### config.mk
export PLATFORM = sky130hd
export DESIGN_NAME = ppd_sqrt
export DESIGN_NICKNAME = d
export VERILOG_FILES = /design/src/sv/ppd_pkg.sv /design/src/sv/ppd_sqrt.sv
export SDC_FILE = /design/constraint.sdc
export NUM_CORES = 2
export LEC_CHECK = 0
export BUFFER_PORTS_ARGS = -buffer_cell sky130_fd_sc_hd__clkbuf_2
export CAP_MARGIN = 20
export CORE_MARGIN = 5
export CORE_UTILIZATION = 54
export CTS_BUF_LIST = sky130_fd_sc_hd__clkbuf_16
export DETAILED_ROUTE_END_ITERATION = 7
export PLACE_DENSITY = 0.67
export SLEW_MARGIN = 5
export SYNTH_ARGS = -nofsm -noshare
export SYNTH_HDL_FRONTEND = slang
export SYNTH_SLANG_ARGS = --single-unit
### constraint.sdc
create_clock -name clk -period 12.6 [get_ports clk]
set_clock_uncertainty 0.2 [all_clocks]
set_input_delay 2.52 -clock clk [delete_from_list [all_inputs] [get_ports clk]]
set_output_delay 2.52 -clock clk [all_outputs]
set_load 0.01 [all_outputs]
### src/sv/ppd_pkg.sv
// ============================================================================
// ppd_pkg: shared constants, types and functions of the point pair distance core
// Holds fixed-point constants, the arctangent table and the pipeline latencies.
// ============================================================================
package ppd_pkg;

	localparam int FRAC_BITS = 20;

	localparam logic [63:0] HALF_DEG_K = ((64'd1 << (64 - FRAC_BITS)) + 64'd360) / 64'd720;
	localparam logic [63:0] FULL_DEG_K = ((64'd1 << (64 - FRAC_BITS)) + 64'd180) / 64'd360;
	localparam logic [32:0] TURN_KM_Q16 = 33'd5252919298;
	localparam logic [34:0] DIST_MAX = '1;

	localparam int CW = 34;
	localparam logic signed [CW-1:0] CORDIC_GAIN_Q30 = 34'sd652032874;
	localparam logic signed [CW-1:0] ONE_Q30 = 34'sd1073741824;

	localparam int CORDIC_PER_STAGE = 3;
	localparam int CORDIC_STAGES = 10;
	localparam int CORDIC_LAT = CORDIC_STAGES + 2;

	localparam int SQRT_PER_STAGE = 3;
	localparam int SQRT_STAGES = 11;
	localparam int SQRT_LAT = SQRT_STAGES + 1;

	localparam int PIPE_LAT = 3 + CORDIC_LAT + 3 + SQRT_LAT + CORDIC_LAT + 2;
	localparam int EU_DLY = PIPE_LAT - 3 - SQRT_LAT - 1;

	typedef struct packed {
		logic signed [CW-1:0] x;
		logic signed [CW-1:0] y;
		logic signed [CW-1:0] z;
	} cordic_state_t;

	typedef struct packed {
		logic [65:0] rad;
		logic [36:0] rem;
		logic [33:0] res;
	} sqrt_state_t;

	function automatic logic [31:0] atan_turn(input int unsigned idx);
		logic [31:0] v;
		case (idx)
			0: v = 32'd536870912;
			1: v = 32'd316933405;
			2: v = 32'd167458907;
			3: v = 32'd85004756;
			4: v = 32'd42667331;
			5: v = 32'd21354465;
			6: v = 32'd10679838;
			7: v = 32'd5340245;
			8: v = 32'd2670163;
			9: v = 32'd1335087;
			10: v = 32'd667544;
			11: v = 32'd333772;
			12: v = 32'd166886;
			13: v = 32'd83443;
			14: v = 32'd41722;
			15: v = 32'd20861;
			16: v = 32'd10430;
			17: v = 32'd5215;
			18: v = 32'd2608;
			19: v = 32'd1304;
			20: v = 32'd652;
			21: v = 32'd326;
			22: v = 32'd163;
			23: v = 32'd81;
			24: v = 32'd41;
			25: v = 32'd20;
			26: v = 32'd10;
			27: v = 32'd5;
			28: v = 32'd3;
			29: v = 32'd1;
			default: v = 32'd0;
		endcase
		return v;
	endfunction

	// Q30 product, rounded half up.
	function automatic logic signed [CW-1:0] mul_q30(input logic signed [CW-1:0] a,
			input logic signed [CW-1:0] b);
		logic signed [2*CW-1:0] p;
		p = a * b + (68'sd1 <<< 29);
		p = p >>> 30;
		return p[CW-1:0];
	endfunction

endpackage

### src/sv/ppd_sqrt.sv
// ============================================================================
// ppd_sqrt: pipelined square root with round to nearest
// Digit-by-digit root of a 66-bit radicand, three digits per stage.
// ============================================================================
module ppd_sqrt (
	input  logic        clk,
	input  logic        en,
	input  logic [65:0] rad_in,
	output logic [33:0] root
);

	function automatic ppd_pkg::sqrt_state_t iter(input ppd_pkg::sqrt_state_t s);
		ppd_pkg::sqrt_state_t r;
		logic [36:0] rem2;
		logic [36:0] trial;
		rem2 = {s.rem[34:0], s.rad[65:64]};
		trial = {1'b0, s.res, 2'b01};
		r.rad = {s.rad[63:0], 2'b00};
		if (rem2 >= trial) begin
			r.rem = rem2 - trial;
			r.res = {s.res[32:0], 1'b1};
		end else begin
			r.rem = rem2;
			r.res = {s.res[32:0], 1'b0};
		end
		return r;
	endfunction

	ppd_pkg::sqrt_state_t st_s [ppd_pkg::SQRT_STAGES];

	for (genvar k = 0; k < ppd_pkg::SQRT_STAGES; k++) begin : g_stage
		ppd_pkg::sqrt_state_t nxt;
		if (k == 0) begin : g_first
			always_comb begin
				nxt.rad = rad_in;
				nxt.rem = '0;
				nxt.res = '0;
				for (int j = 0; j < ppd_pkg::SQRT_PER_STAGE; j++) begin
					nxt = iter(nxt);
				end
			end
		end else begin : g_next
			always_comb begin
				nxt = st_s[k-1];
				for (int j = 0; j < ppd_pkg::SQRT_PER_STAGE; j++) begin
					nxt = iter(nxt);
				end
			end
		end
		always_ff @(posedge clk) begin
			if (en) begin
				st_s[k] <= nxt;
			end
		end
	end

	always_ff @(posedge clk) begin
		if (en) begin
			root <= st_s[ppd_pkg::SQRT_STAGES-1].res
				+ 34'(st_s[ppd_pkg::SQRT_STAGES-1].rem > {3'b000, st_s[ppd_pkg::SQRT_STAGES-1].res});
		end
	end

endmodule

==> impl_metrics.yaml <==
timing:
  worstMarginPinSlew_ps: 1070
  period_minus_slack_ps: 11710
  drv_slew: 0
  finalHoldViolCount: 0
  max_freq_mhz: 85.39
  rsz0062_at_grt: "no"
  setup_viol: 0
  timing.slew.headroom_pct: 28.19
  layout_setup_ws_ps: 889.2
  setup_tns_ps: 0
  finalCritPeriodShare_pct: 92.94
pwr:
  vdd_drop_max_uv: 230.9
  p_seq_share_pct: 21.7
  p_comb_share_pct: 65.5
  swShare_pct: 47.90
  power_switching_mw: 11.59
  p_int_mw: 12.61
  clock_power_share_pct: 12.8
  p_leak_nw: 34.74
  powerDensity_mw_per_mm2: 279.1
clock_tree:
  cts.sinks: 949
  htreeDepth: 3
  clk_latency_ps: 760
  cts_buffers: 102
  cts_buffer_depth: 3
  cts_hold_buf: 0
  root_buffer: "clkbuf_16"
  cts_resized: 0
  path_clk_slew_ps: 70
  cts_tree: "done"
  cts_setup_buffers: 0
critical_path:
  reg2reg_setup_slack_ps: 890
  worstReg2RegStart: "st_s[3][0]"
  crit_path_end_kind: "flop"
  cp_slowest_cell: "a41oi_1"
  r2r_cells: 42
  startpoint_type: "flop"
  max_stage_delay_ps: 680
  cp_max_fo: 36
  critPathKind: "reg -> reg"
  cp.arrival_ps: 12080
  worstPathRequired_ps: 12970
  r2r_end: "st_s[4][65]"
run_status:
  outcome: "completed"
drt:
  vias: 69864
  dr.pass1.iters: 6
  finalWirelength_um: 248800
  routed_via_density: 6.272
  ant_nets: 0
  wire_per_inst_um: 22.34
  drc: 0
  drt_iter0_markers: 6401
finish:
  nets: 9734
  final_cell_area_mm2: 0.08670
  drive_gt1_share_pct: 6.359
  area_delta_synth_final_pct: 7.209
placement:
  placement.io_buffers: 101
  placed_area_mm2: 0.08320
  hpwl_um: 198600
  dp_slack_ps: 1157
  globalplace.congestion: 1.001
logic_synthesis:
  synth_top_area_cell: "edfxtp_1"
  synth_area_leaders: "edfxtp_1, ha_1, xnor2_1"
  synth-seq-area-share_pct: 35.24
  synthCells: 9063
  syn_area_mm2: 0.08087
  ys_types: 118
  synth_warnings: 0
  async_flop_share_pct: 0
  ys_seq_elements: 949
  synth_edf_count: 949
  avgSynthCellArea_um2: 8.923
  synth_top_area_share_pct: 35.24
  ys.flop_type: "edfxtp_1"
worst_hold_path:
  hold_start: "st_s[3][109]"
  min_to: "st_s[4][115]"
  worstHoldPathType: "reg -> reg"
  min_path_cells: 0
run:
  cap_violations: 0
grt:
  grt_overflow: 0
  grt_antenna_before_repair: 3
  grt_pass1_wl_um: 379500
  grt_max_degree: 164
  first_global_vias: 65852
  gr-usage-all-layers_pct: 30.37
floorplanning:
  initial_core_util_pct: 54.12
  die_area_mm2: 0.1576
  row_count: 142
  die_h_um: 397.0
  core_area_mm2: 0.1494
  ios: 102
  die_w_um: 397.0
## layout make-up
| type | instances | area [um2] |
|---|---|---|
| clock buffers | 102 | 2552 |
| multi-input cells | 7334 | 49360 |
| diodes | 2 | 5.005 |
| inverters | 492 | 1847 |
| well taps | 2016 | 2522 |
| clock inverters | 90 | 935.9 |
| fillers | 13368 | 62730 |
| repair buffers | 154 | 973.4 |
| flip-flops and latches | 949 | 28500 |
## routing by layer
metal / global-route usage, % / vias to the layer above / routed length (um)
met4: 12.17 / 0 / 10800
met1: 40.03 / 33337 / 106300
met5: 0 / - / 0
met2: 51.57 / 2381 / 117500
li1: - / 33656 / -
met3: 2.964 / 490 / 14270
## worst max-delay path: cells and delay by family (launching register included)
kind,cells,cell delay [ps]
AND/OR/NAND/NOR,15,3550
XOR/XNOR,2,570
flip-flops,1,390
AO/OA/AOI/OAI,16,4220
adder cells (fa/ha/maj),3,970
buffers and inverters,6,1590
## state kept, by name, indices dropped and copies added, names as in the netlist
| signal | count |
|---|---|
| root | 34 |
| st_s | 915 |
## cell usage after synthesis (24+ instances only)
master and number:
a2111oi_0 25, a211o_1 27, a211oi_1 66, a21boi_0 26
a21o_1 322, a21oi_1 846, a31o_2 27, a31oi_1 95
and2_1 88, and3_1 98, and4_1 37, buf_1 37
buf_2 34, clkbuf_1 205, edfxtp_1 949, ha_1 633
inv_1 480, mux2_2 85, mux2i_1 43, nand2_1 750
nand2b_1 117, nand3_1 250, nand3b_1 31, nand4_1 173
nor2_1 781, nor2b_1 110, nor3_1 206, nor3b_1 32
nor4_1 93, o2111ai_1 24, o211ai_1 60, o21a_1 90
o21ai_0 529, o21bai_1 86, o31a_1 32, o31ai_1 67
o41ai_1 24, or2_2 59, or3_1 86, or4_1 56
xnor2_1 569, xor2_1 318
## cells in the final DEF, fill, tap and decap left out, types with 98 or more instances in the layout
cell type / synthesis / routed
edfxtp_1: 949 / 949
a21oi_1: 846 / 846
nor2_1: 781 / 781
nand2_1: 750 / 750
ha_1: 633 / 633
xnor2_1: 569 / 569
o21ai_0: 529 / 529
inv_1: 480 / 490
a21o_1: 322 / 322
xor2_1: 318 / 318
nand3_1: 250 / 249
nor3_1: 206 / 206
nand4_1: 173 / 173
nand2b_1: 117 / 117
nor2b_1: 110 / 110
clkbuf_16: 0 / 102
clkbuf_2: 2 / 100
and3_1: 98 / 98
## stage by stage
| step | cells | total power, mW | hold slack, ps | util [%] |
|---|---|---|---|---|
| 6_report | 11139 | 24.20 | 203.0 | 58.02 |
| 5_1_grt | 11137 | 25.89 | 215.2 | 58.02 |
| 4_1_cts | 11137 | 23.96 | 204.7 | 58.02 |
| 3_5_place_dp | 10945 | 20.73 | 204.5 | 55.68 |
| 3_3_place_gp | 10944 | 20.68 | 200.3 | 55.68 |
| 2_1_floorplan | 9067 | 16.75 | 200.3 | - |
## worst max path at each step
stage / endpoint / slack (ps) / start / cells past startpoint
after floorplan: st_s[6][52] / 3030 / st_s[5][17] / 43
after global placement: st_s[5][54] / 1290 / st_s[4][2] / 37
after detailed placement: st_s[4][65] / 1160 / st_s[3][0] / 42
after CTS: st_s[4][65] / 1090 / st_s[3][0] / 42
after global routing: st_s[4][65] / 100 / st_s[3][0] / 42
final: st_s[4][65] / 890 / st_s[3][0] / 42
## power by group through the flow
stage	Clock, mW	Sequential [mW]	Combinational, mW
6_report	3.09	5.25	15.9
5_1_grt	3.30	5.29	17.3
4_1_cts	3.16	5.24	15.6
3_5_place_dp	0	5.30	15.4
3_3_place_gp	0	5.30	15.4
2_1_floorplan	0	4.96	11.8
## cells by family after synthesis
| group | after synthesis | synth area share [%] |
|---|---|---|
| AO/OA/AOI/OAI | 2599 | 20.57 |
| XOR/XNOR | 889 | 9.647 |
| adder cells (fa/ha/maj) | 633 | 9.794 |
| buffers and inverters | 784 | 3.774 |
| flip-flops | 949 | 35.24 |
| multiplexers | 131 | 1.761 |
| other | 1 | 0.004637 |
| AND/OR/NAND/NOR | 3077 | 19.21 |
Note: power is estimated with default switching activity, not from simulation.
